### src/sv/murmur2_stream_fingerprint_unit_assert.svh
// assertion macros used by the rtl (included by mm2sf_ctrl)
`ifndef MURMUR2_STREAM_FINGERPRINT_UNIT_ASSERT_SVH
`define MURMUR2_STREAM_FINGERPRINT_UNIT_ASSERT_SVH

`ifndef SYNTHESIS

// same-cycle implication
`define MM2SF_ASSERT_NOW(lbl, clk, rst, ante, cons) \
   lbl: assert property (@(posedge clk) disable iff (rst) (ante) |-> (cons)) \
      else $error("mm2sf assertion failed");

// next-cycle implication
`define MM2SF_ASSERT_NEXT(lbl, clk, rst, ante, cons) \
   lbl: assert property (@(posedge clk) disable iff (rst) (ante) |=> (cons)) \
      else $error("mm2sf assertion failed");

`else

`define MM2SF_ASSERT_NOW(lbl, clk, rst, ante, cons)
`define MM2SF_ASSERT_NEXT(lbl, clk, rst, ante, cons)

`endif

`endif

### src/sv/mm2sf_pkg.sv
package mm2sf_pkg;

   localparam logic [31:0] MIX_MUL    = 32'h5bd1e995;
   localparam int unsigned MIX_SHIFT  = 24;
   localparam logic [31:0] SEED_RESET = 32'h3dd3b51a;

   typedef enum logic [2:0] {
      ST_IDLE,
      ST_K1,
      ST_K2,
      ST_H1,
      ST_H2,
      ST_FIN,
      ST_OUT
   } state_type;

   typedef enum logic [1:0] {
      MUL_KWORD,
      MUL_KMIX,
      MUL_HASH,
      MUL_TAIL
   } mul_sel_type;

   typedef struct packed {
      logic        take;
      logic        mul_en;
      mul_sel_type mul_sel;
      logic        keep_k;
      logic        fold;
      logic        emit;
      logic        restart;
      logic        seed_wr;
   } cmd_type;

   typedef struct packed {
      logic need_fold;
   } stat_type;

endpackage

### src/sv/mm2sf_datapath.sv
module mm2sf_datapath (
   input  logic              clock,
   input  logic              reset,
   input  mm2sf_pkg::cmd_type  cmd,
   output mm2sf_pkg::stat_type stat,
   input  logic [7:0]        req_data_byte,
   input  logic              req_byte_present,
   input  logic [31:0]       csr_data,
   output logic [31:0]       rsp_fingerprint
);
   import mm2sf_pkg::*;

   logic [31:0] seed_ff, seed_in;
   logic [31:0] hash_ff, hash_in;
   logic [23:0] part_ff, part_in;
   logic [1:0]  count_ff, count_in;
   logic [31:0] kmix_ff, kmix_in;
   logic [31:0] prod_ff, prod_in;
   logic [31:0] fp_ff, fp_in;
   logic [31:0] mul_a;
   logic [31:0] k_shx;
   logic [63:0] mul_full;

   assign stat.need_fold = req_byte_present && (count_ff == 2'd3);
   assign k_shx = prod_ff ^ (prod_ff >> MIX_SHIFT);

   always_comb begin
      unique case (cmd.mul_sel)
         MUL_KWORD: mul_a = kmix_ff;
         MUL_KMIX:  mul_a = k_shx;
         MUL_HASH:  mul_a = hash_ff;
         MUL_TAIL:  mul_a = hash_ff ^ {8'd0, part_ff};
         default:   mul_a = hash_ff;
      endcase
   end

   assign mul_full = {32'd0, mul_a} * {32'd0, MIX_MUL};

   always_comb begin
      seed_in  = seed_ff;
      hash_in  = hash_ff;
      part_in  = part_ff;
      count_in = count_ff;
      kmix_in  = kmix_ff;
      prod_in  = prod_ff;
      fp_in    = fp_ff;

      if (cmd.take && req_byte_present) begin
         if (count_ff == 2'd3) begin
            kmix_in  = {part_ff, req_data_byte};
            part_in  = 24'd0;
            count_in = 2'd0;
         end else begin
            part_in  = {part_ff[15:0], req_data_byte};
            count_in = count_ff + 2'd1;
         end
      end
      if (cmd.mul_en) begin
         prod_in = mul_full[31:0];
      end
      if (cmd.keep_k) begin
         kmix_in = prod_ff;
      end
      if (cmd.fold) begin
         hash_in = prod_ff ^ kmix_ff;
      end
      if (cmd.emit) begin
         fp_in = (count_ff != 2'd0) ? prod_ff : hash_ff;
      end
      // new seed also drops the message in progress
      if (cmd.seed_wr) begin
         seed_in  = csr_data;
         hash_in  = csr_data;
         part_in  = 24'd0;
         count_in = 2'd0;
      end else if (cmd.restart) begin
         hash_in  = seed_ff;
         part_in  = 24'd0;
         count_in = 2'd0;
      end
   end

   always_ff @(posedge clock) begin
      if (reset) begin
         seed_ff  <= SEED_RESET;
         hash_ff  <= SEED_RESET;
         part_ff  <= 24'd0;
         count_ff <= 2'd0;
      end else begin
         seed_ff  <= seed_in;
         hash_ff  <= hash_in;
         part_ff  <= part_in;
         count_ff <= count_in;
      end
   end

   always_ff @(posedge clock) begin
      kmix_ff <= kmix_in;
      prod_ff <= prod_in;
      fp_ff   <= fp_in;
   end

   assign rsp_fingerprint = fp_ff;

endmodule

### src/sv/mm2sf_ctrl.sv
module mm2sf_ctrl (
   input  logic              clock,
   input  logic              reset,
   input  logic              req_valid,
   input  logic              req_end_of_message,
   output logic              req_stall,
   input  logic              csr_valid,
   output logic              csr_ready,
   output logic              rsp_valid,
   input  logic              rsp_stall,
   input  mm2sf_pkg::stat_type stat,
   output mm2sf_pkg::cmd_type  cmd
);
   import mm2sf_pkg::*;
   `include "murmur2_stream_fingerprint_unit_assert.svh"

   state_type state_ff, state_in;
   logic      last_ff, last_in;
   logic      rsp_valid_ff, rsp_valid_in;
   logic      take;
   logic      slot_free;

   assign csr_ready = (state_ff == ST_IDLE);
   assign req_stall = (state_ff != ST_IDLE) || csr_valid;
   assign take      = req_valid && !req_stall;
   assign slot_free = !rsp_valid_ff || !rsp_stall;
   assign rsp_valid = rsp_valid_ff;

   always_comb begin
      state_in = state_ff;
      last_in  = last_ff;
      cmd      = '0;
      cmd.mul_sel = MUL_HASH;
      cmd.seed_wr = csr_valid && csr_ready;

      unique case (state_ff)
         ST_IDLE: begin
            if (take) begin
               cmd.take = 1'b1;
               last_in  = req_end_of_message;
               if (stat.need_fold) begin
                  state_in = ST_K1;
               end else if (req_end_of_message) begin
                  state_in = ST_FIN;
               end
            end
         end
         ST_K1: begin
            cmd.mul_en  = 1'b1;
            cmd.mul_sel = MUL_KWORD;
            state_in    = ST_K2;
         end
         ST_K2: begin
            cmd.mul_en  = 1'b1;
            cmd.mul_sel = MUL_KMIX;
            state_in    = ST_H1;
         end
         ST_H1: begin
            cmd.mul_en  = 1'b1;
            cmd.mul_sel = MUL_HASH;
            cmd.keep_k  = 1'b1;
            state_in    = ST_H2;
         end
         ST_H2: begin
            cmd.fold = 1'b1;
            state_in = last_ff ? ST_FIN : ST_IDLE;
         end
         ST_FIN: begin
            cmd.mul_en  = 1'b1;
            cmd.mul_sel = MUL_TAIL;
            state_in    = ST_OUT;
         end
         ST_OUT: begin
            if (slot_free) begin
               cmd.emit    = 1'b1;
               cmd.restart = 1'b1;
               state_in    = ST_IDLE;
            end
         end
         default: state_in = ST_IDLE;
      endcase
   end

   always_comb begin
      rsp_valid_in = rsp_valid_ff;
      if (rsp_valid_ff && !rsp_stall) begin
         rsp_valid_in = 1'b0;
      end
      if (cmd.emit) begin
         rsp_valid_in = 1'b1;
      end
   end

   always_ff @(posedge clock) begin
      if (reset) begin
         state_ff     <= ST_IDLE;
         last_ff      <= 1'b0;
         rsp_valid_ff <= 1'b0;
      end else begin
         state_ff     <= state_in;
         last_ff      <= last_in;
         rsp_valid_ff <= rsp_valid_in;
      end
   end

   `MM2SF_ASSERT_NEXT(a_k1_to_k2, clock, reset, state_ff == ST_K1, state_ff == ST_K2)
   `MM2SF_ASSERT_NEXT(a_k2_to_h1, clock, reset, state_ff == ST_K2, state_ff == ST_H1)
   `MM2SF_ASSERT_NEXT(a_out_empty, clock, reset, state_ff == ST_OUT && !rsp_valid_ff, state_ff == ST_IDLE && rsp_valid_ff)
   `MM2SF_ASSERT_NEXT(a_plain_byte, clock, reset, take && !req_end_of_message && !stat.need_fold, state_ff == ST_IDLE)

endmodule

### src/sv/murmur2_stream_fingerprint_unit.sv
// channel  | handshake          | payload
// ---------+--------------------+----------------------------------------------------
// request  | req_valid/req_stall| req_data_byte, req_byte_present, req_end_of_message
// response | rsp_valid/rsp_stall| rsp_fingerprint
// csr      | csr_valid/csr_ready| csr_data (seed_value)
//
// a request that does not complete a word stays in idle; one that completes a word
// steps K1-K2-H1-H2, using the single shared 32x32 multiplier three times per word
// end of message adds FIN (tail multiply), then OUT (load of the response register)
// reset clears control and restores the default seed; no clearing pass
// the response register parts the channels: a held response stalls the unit only
// when the next response is ready to be loaded
module murmur2_stream_fingerprint_unit (
   input  logic        clock,
   input  logic        reset,
   // request channel
   input  logic        req_valid,
   output logic        req_stall,
   input  logic [7:0]  req_data_byte,
   input  logic        req_byte_present,
   input  logic        req_end_of_message,
   // response channel
   output logic        rsp_valid,
   input  logic        rsp_stall,
   output logic [31:0] rsp_fingerprint,
   // seed register write
   input  logic        csr_valid,
   output logic        csr_ready,
   input  logic [31:0] csr_data
);
   import mm2sf_pkg::*;

   cmd_type  cmd;
   stat_type stat;

   // sequencer: one request at a time, steps the shared multiplier
   mm2sf_ctrl u_ctrl (
      .clock              (clock),
      .reset              (reset),
      .req_valid          (req_valid),
      .req_end_of_message (req_end_of_message),
      .req_stall          (req_stall),
      .csr_valid          (csr_valid),
      .csr_ready          (csr_ready),
      .rsp_valid          (rsp_valid),
      .rsp_stall          (rsp_stall),
      .stat               (stat),
      .cmd                (cmd)
   );

   // hash state, byte packing, multiplier and response register
   mm2sf_datapath u_datapath (
      .clock            (clock),
      .reset            (reset),
      .cmd              (cmd),
      .stat             (stat),
      .req_data_byte    (req_data_byte),
      .req_byte_present (req_byte_present),
      .csr_data         (csr_data),
      .rsp_fingerprint  (rsp_fingerprint)
   );

endmodule
### config.mk
export PLATFORM = sky130hd
export DESIGN_NAME = murmur2_stream_fingerprint_unit
export DESIGN_NICKNAME = d
export VERILOG_FILES = /design/src/sv/mm2sf_pkg.sv /design/src/sv/mm2sf_datapath.sv /design/src/sv/mm2sf_ctrl.sv /design/src/sv/murmur2_stream_fingerprint_unit.sv
export VERILOG_INCLUDE_DIRS = /design/src /design/src/sv
export SDC_FILE = /design/constraint.sdc
export NUM_CORES = 1
export LEC_CHECK = 0
export BUFFER_PORTS_ARGS = -buffer_cell sky130_fd_sc_hd__buf_4
export CORE_AREA = 2 2 233 143
export CTS_CLUSTER_SIZE = 40
export DETAILED_ROUTE_END_ITERATION = 12
export DIE_AREA = 0 0 235 145
export PLACE_DENSITY = 0.76
export SKIP_CTS_REPAIR_TIMING = 1
export SYNTH_ARGS = -nofsm -noshare
export SYNTH_HDL_FRONTEND = slang
export SYNTH_HIERARCHICAL = 1
export SYNTH_SLANG_ARGS = --single-unit
### constraint.sdc
create_clock -name clock -period 24.2 [get_ports clock]
set_input_delay 4.84 -clock clock [delete_from_list [all_inputs] [get_ports clock]]
set_output_delay 4.84 -clock clock [all_outputs]
set_load 0.1 [all_outputs]
## Yosys cells after proc, flatten, opt, wreduce, memory -nomap -nowiden

Cells that the tools add are included.

- Bitwise logic cells: 3
- Multiplexer cells: 25
- Reduce and logical (&&, ||, !) cells: 22
- Equality and inequality tests: 13
- $mul: 1
- Add/subtract/negate cells: 1

Operators with widths:

| cell | number |
|---|---|
| $mux W32 | 7 |
| $pmux W32 S4 | 1 |
| $mul A32 B31 Y32 const B | 1 |
| $xor A32 B24 Y32 | 1 |
| $xor A32 B32 Y32 | 1 |
| $xor A32 B8 Y32 | 1 |
| $mux W24 | 1 |
| $pmux W3 S7 | 1 |
| $mux W3 | 5 |
| $pmux W3 S4 | 1 |
| $eq A3 B3 Y1 const B | 3 |
| $reduce_bool A2 Y1 | 4 |
| $eq A2 B2 Y1 const B | 3 |
| $eq A3 B2 Y1 const B | 2 |
| $mux W1 | 6 |
| $mux W2 | 3 |
| $reduce_bool A3 Y1 | 2 |
| $logic_and A1 B1 Y1 | 5 |
| $reduce_and A2 Y1 | 2 |
| $eq A3 B1 Y1 const B | 1 |
| $logic_not A1 Y1 | 3 |
| $logic_not A3 Y1 | 1 |
| $ne A3 B3 Y1 const B | 1 |
| $reduce_and A3 Y1 | 1 |
| 7 further kinds | 8 |

- Output and inout port bits: 35
- Word-level logic and storage cells: 75
- Bits in registers: 191

## Depth between registers and ports, before layout

- Depth after elaboration: 9
- Depth in mapped cells: 35

## Modules after synthesis

The synthesis kept the hierarchy.

Modules (own cells, without submodules):

| module | area an instance (µm²) | instances | cells each |
|---|---|---|---|
| mm2sf_datapath | 17620.6 | 1 | 1788 |
| mm2sf_ctrl | 365.4 | 1 | 44 |

## Least setup slack after synthesis

Ideal clock, no wire load.

- Kind: input to output
- From: in csr_valid
- To: out req_stall
- Data required time: 19360 ps
- Arrival: 5507 ps
- Stages: 1
- Path buffers: 0
- Path slack: 13853 ps
- Cell sequence: or2b_1

- Longest elaborated chain between the ends: 1

RTL lines:

| what | RTL line | RTL |
|---|---|---|
| start: declaration | murmur2_stream_fingerprint_unit.sv:27 | `input logic csr_valid,` |
| $logic_or A1 B1 Y1 | mm2sf_ctrl.sv:24 | `assign req_stall = (state_ff != ST_IDLE) \|\| csr_valid;` |
| end: declaration | murmur2_stream_fingerprint_unit.sv:18 | `output logic req_stall,` |

Every way passes these cells.

## Worst setup path after layout

Ends and elaborated chain as after synthesis.

==> flow_summary_export.csv <==
group,metric,value,unit
finish,fillers,2570,
sta,post-route-period-util,42.4,%
global_routing,antenna_found_initial,0,
floorplanning,initial_core_util,56.3,%
drt,wl,49200,um
worst_setup_path,path_max_fanout,4,
sta,worst_slew_margin_rel,6.70,%
sta,tightest_slew,1.38,ns
yosys,synthFlopType,"edfxtp_1",
global_routing,grt_pass1_vias,13400,
run_status,status,"finished clean",
yosys,synth-async-reset-ratio,0,%
floorplanning,core-area,32000,um2
drt,wl_per_cell,21.2,um
cts,cts_max_path_buffers,2,
global_routing,grt_max_degree,102,
global_routing,grt_usage,29.6,%
global_routing,grt-ovfl-total,0,
yosys,synth_cells,1832,
drt,first_pass_iters,5,
cts,cts.sinks,191,
cts,cts_tree,"done",
sta,fmax,97.5,MHz
worst_setup_path,critPathLaunchType,"input port",
sta,fin_skew,0.0106,ns
cts,clockRootBuffer,"clkbuf_16",
cts,clkTransAtPathRegs,0.07,ns
hold_path,hold_class,"register to register",
worst_setup_path,cp-startpoint,"csr_valid",
yosys,syn-num-nets,2275,
cts,htree_levels,4,
yosys,synth_seq_area_share,26.6,%
cts,clock_latency,0.44,ns
worst_setup_path,r2r-start,"u_ctrl/state_ff[1]",
yosys,yosysTopAreaCell,"fa_1",
worst_setup_path,critical_path_required,19.36,ns
sta,finalMaxSlewViolations,0,
yosys,syn_area,18000,um2
floorplanning,rows,51,
finish,diodes,0,
yosys,syn_area_per_cell,9.82,um2
yosys,ys_ff_latch,191,
sta,fin_setup_tns,0,ns
drt,drc_errors,0,
yosys,post-synth-top-count-cell,"inv_1",
floorplanning,die-area,34100,um2
drt,drt-initial-drc-count,1251,
finish,layout.nets,2330,
yosys,ys_types,61,
drt,drt.antenna.violating_nets,0,
yosys,synth_top_cells_by_count,"inv_1 (373), ha_1 (217), fa_1 (179)",
yosys,yosys_warnings,6,
sta,rsz0062_at_grt,"false",
worst_setup_path,crit_path_end_kind,"output pin",
finish,area_growth,9.58,%
placed_design,io_buffers,81,
placed_design,dpl.hpwl,37600,um
sta,finalSetupViolations,0,
drt,via_per_inst,5.66,
hold_path,hp-start,"u_datapath/seed_ff[28]",
global_routing,grt_pass1_wl,77000,um
cts,numCtsBuffers,17,
yosys,yosys-top-cells-area,"fa_1 (20%), edfxtp_1 (16%), ha_1 (15%), dfxtp_1 (11%), inv_1 (7.8%)",
flow_run,maxCapViolations,0,
drt,dr_total_vias,13200,
yosys,synth-edff-count,96,
yosys,yosysTopAreaCellShare,19.9,%
floorplanning,die_h,145,um
sta,layout_min_cycle_time,10.25,ns
finish,final_core_util,61.6,%
sta,hold_violations,0,
finish,layout-drive-gt1-share,11.9,%
floorplanning,die_w,235,um
floorplanning,ios,82,
worst_setup_path,path_class,"input port to output pin",
placed_design,place.gp.congestion,0.960,
worst_setup_path,arrival,5.41,ns
-- final cells by class --
type	count	area, um2	share of cell area, %
Clock inverter	12	181	0.921
Tap cell	424	531	2.69
Inverter	373	1400	7.10
Clock buffer	20	457	2.32
Sequential cell	191	4780	24.3
Timing Repair Buffer	107	803	4.08
Multi-Input combinational cell	1197	11600	58.6
-- layout by cell type, fill, tap and decap left out, drive strengths merged, types with 3 or more instances in the layout --
| cell type | Yosys | final |
|---|---|---|
| a211oi | 8 | 8 |
| a21o | 14 | 14 |
| a21oi | 125 | 125 |
| and2 | 4 | 4 |
| and3 | 3 | 3 |
| and4 | 3 | 3 |
| buf | 20 | 107 |
| bufinv | 0 | 4 |
| clkbuf | 51 | 20 |
| clkinv | 0 | 4 |
| dfxtp | 95 | 95 |
| edfxtp | 96 | 96 |
| fa | 179 | 179 |
| ha | 217 | 217 |
| inv | 373 | 376 |
| mux2 | 64 | 64 |
| mux2i | 25 | 25 |
| nand2 | 119 | 119 |
| nand2b | 19 | 19 |
| nand3 | 4 | 4 |
| nor2 | 90 | 90 |
| nor2b | 4 | 4 |
| nor3 | 8 | 8 |
| nor3b | 26 | 26 |
| o211ai | 34 | 34 |
| o21a | 5 | 5 |
| o21ai | 92 | 92 |
| o21bai | 3 | 3 |
| or2 | 3 | 3 |
| or3 | 4 | 4 |
| xnor2 | 104 | 104 |
| xor2 | 13 | 13 |
-- metal layers --
| metal | share of wire (%) | up-vias | track usage, % |
|---|---|---|---|
| met2 | 41 | 615 | 42.5 |
| met4 | 1.5 | 0 | 5.47 |
| met5 | 0 | - | 0 |
| li1 | - | 6034 | - |
| met1 | 45 | 6441 | 42.7 |
| met3 | 13 | 61 | 11.3 |
-- sequential cells by signal, indices dropped and copies added, names as in the netlist --
name	count
u_ctrl/last_ff	1
u_ctrl/rsp_valid	1
u_ctrl/state_ff	3
u_datapath/count_ff	2
u_datapath/hash_ff	32
u_datapath/kmix_ff	32
u_datapath/part_ff	24
u_datapath/prod_ff	32
u_datapath/rsp_fingerprint	32
u_datapath/seed_ff	32
-- per-stage QoR --
stage / area, um2 / std cells / hold slack [ns] / setup slack [ns]
after floorplan: 18000 / 1832 / 0.431 / 13.85
after global placement: 19100 / 2292 / 0.441 / 13.94
after detailed placement: 19100 / 2292 / 0.453 / 13.94
after CTS: 19700 / 2324 / 0.462 / 13.95
after global routing: 19700 / 2324 / 0.484 / 13.93
final: 19700 / 2324 / 0.460 / 13.95
-- cells by family (layout without fill, tap and decap cells) --
kind of cell | Yosys count | count (layout) | share of synthesized area, %
AO/OA/AOI/OAI | 297 | 297 | 9.86
XOR/XNOR | 119 | 119 | 5.95
adder cells (fa/ha/maj) | 396 | 396 | 35.0
buffers and inverters | 444 | 512 | 9.45
flip-flops | 191 | 191 | 26.6
multiplexers | 89 | 89 | 5.40
AND/OR/NAND/NOR | 296 | 296 | 7.71
-- worst paths after layout --
kind	to	slack, ns	cells after the start
min reg2reg	u_datapath/seed_ff[28]	0.46	2
max reg2reg	u_datapath/prod_ff[28]	14.80	29
max	req_stall	13.95	3
min	u_datapath/seed_ff[28]	0.46	2
-- critical path, stage by stage --
cell,delay (ns)
buf_4,0.13
or2b_1,0.21
buf_4,0.23
Power is left out: the tool's default activity adds up to more than one toggle a clock period on the data nets, which glitch-free logic cannot reach.
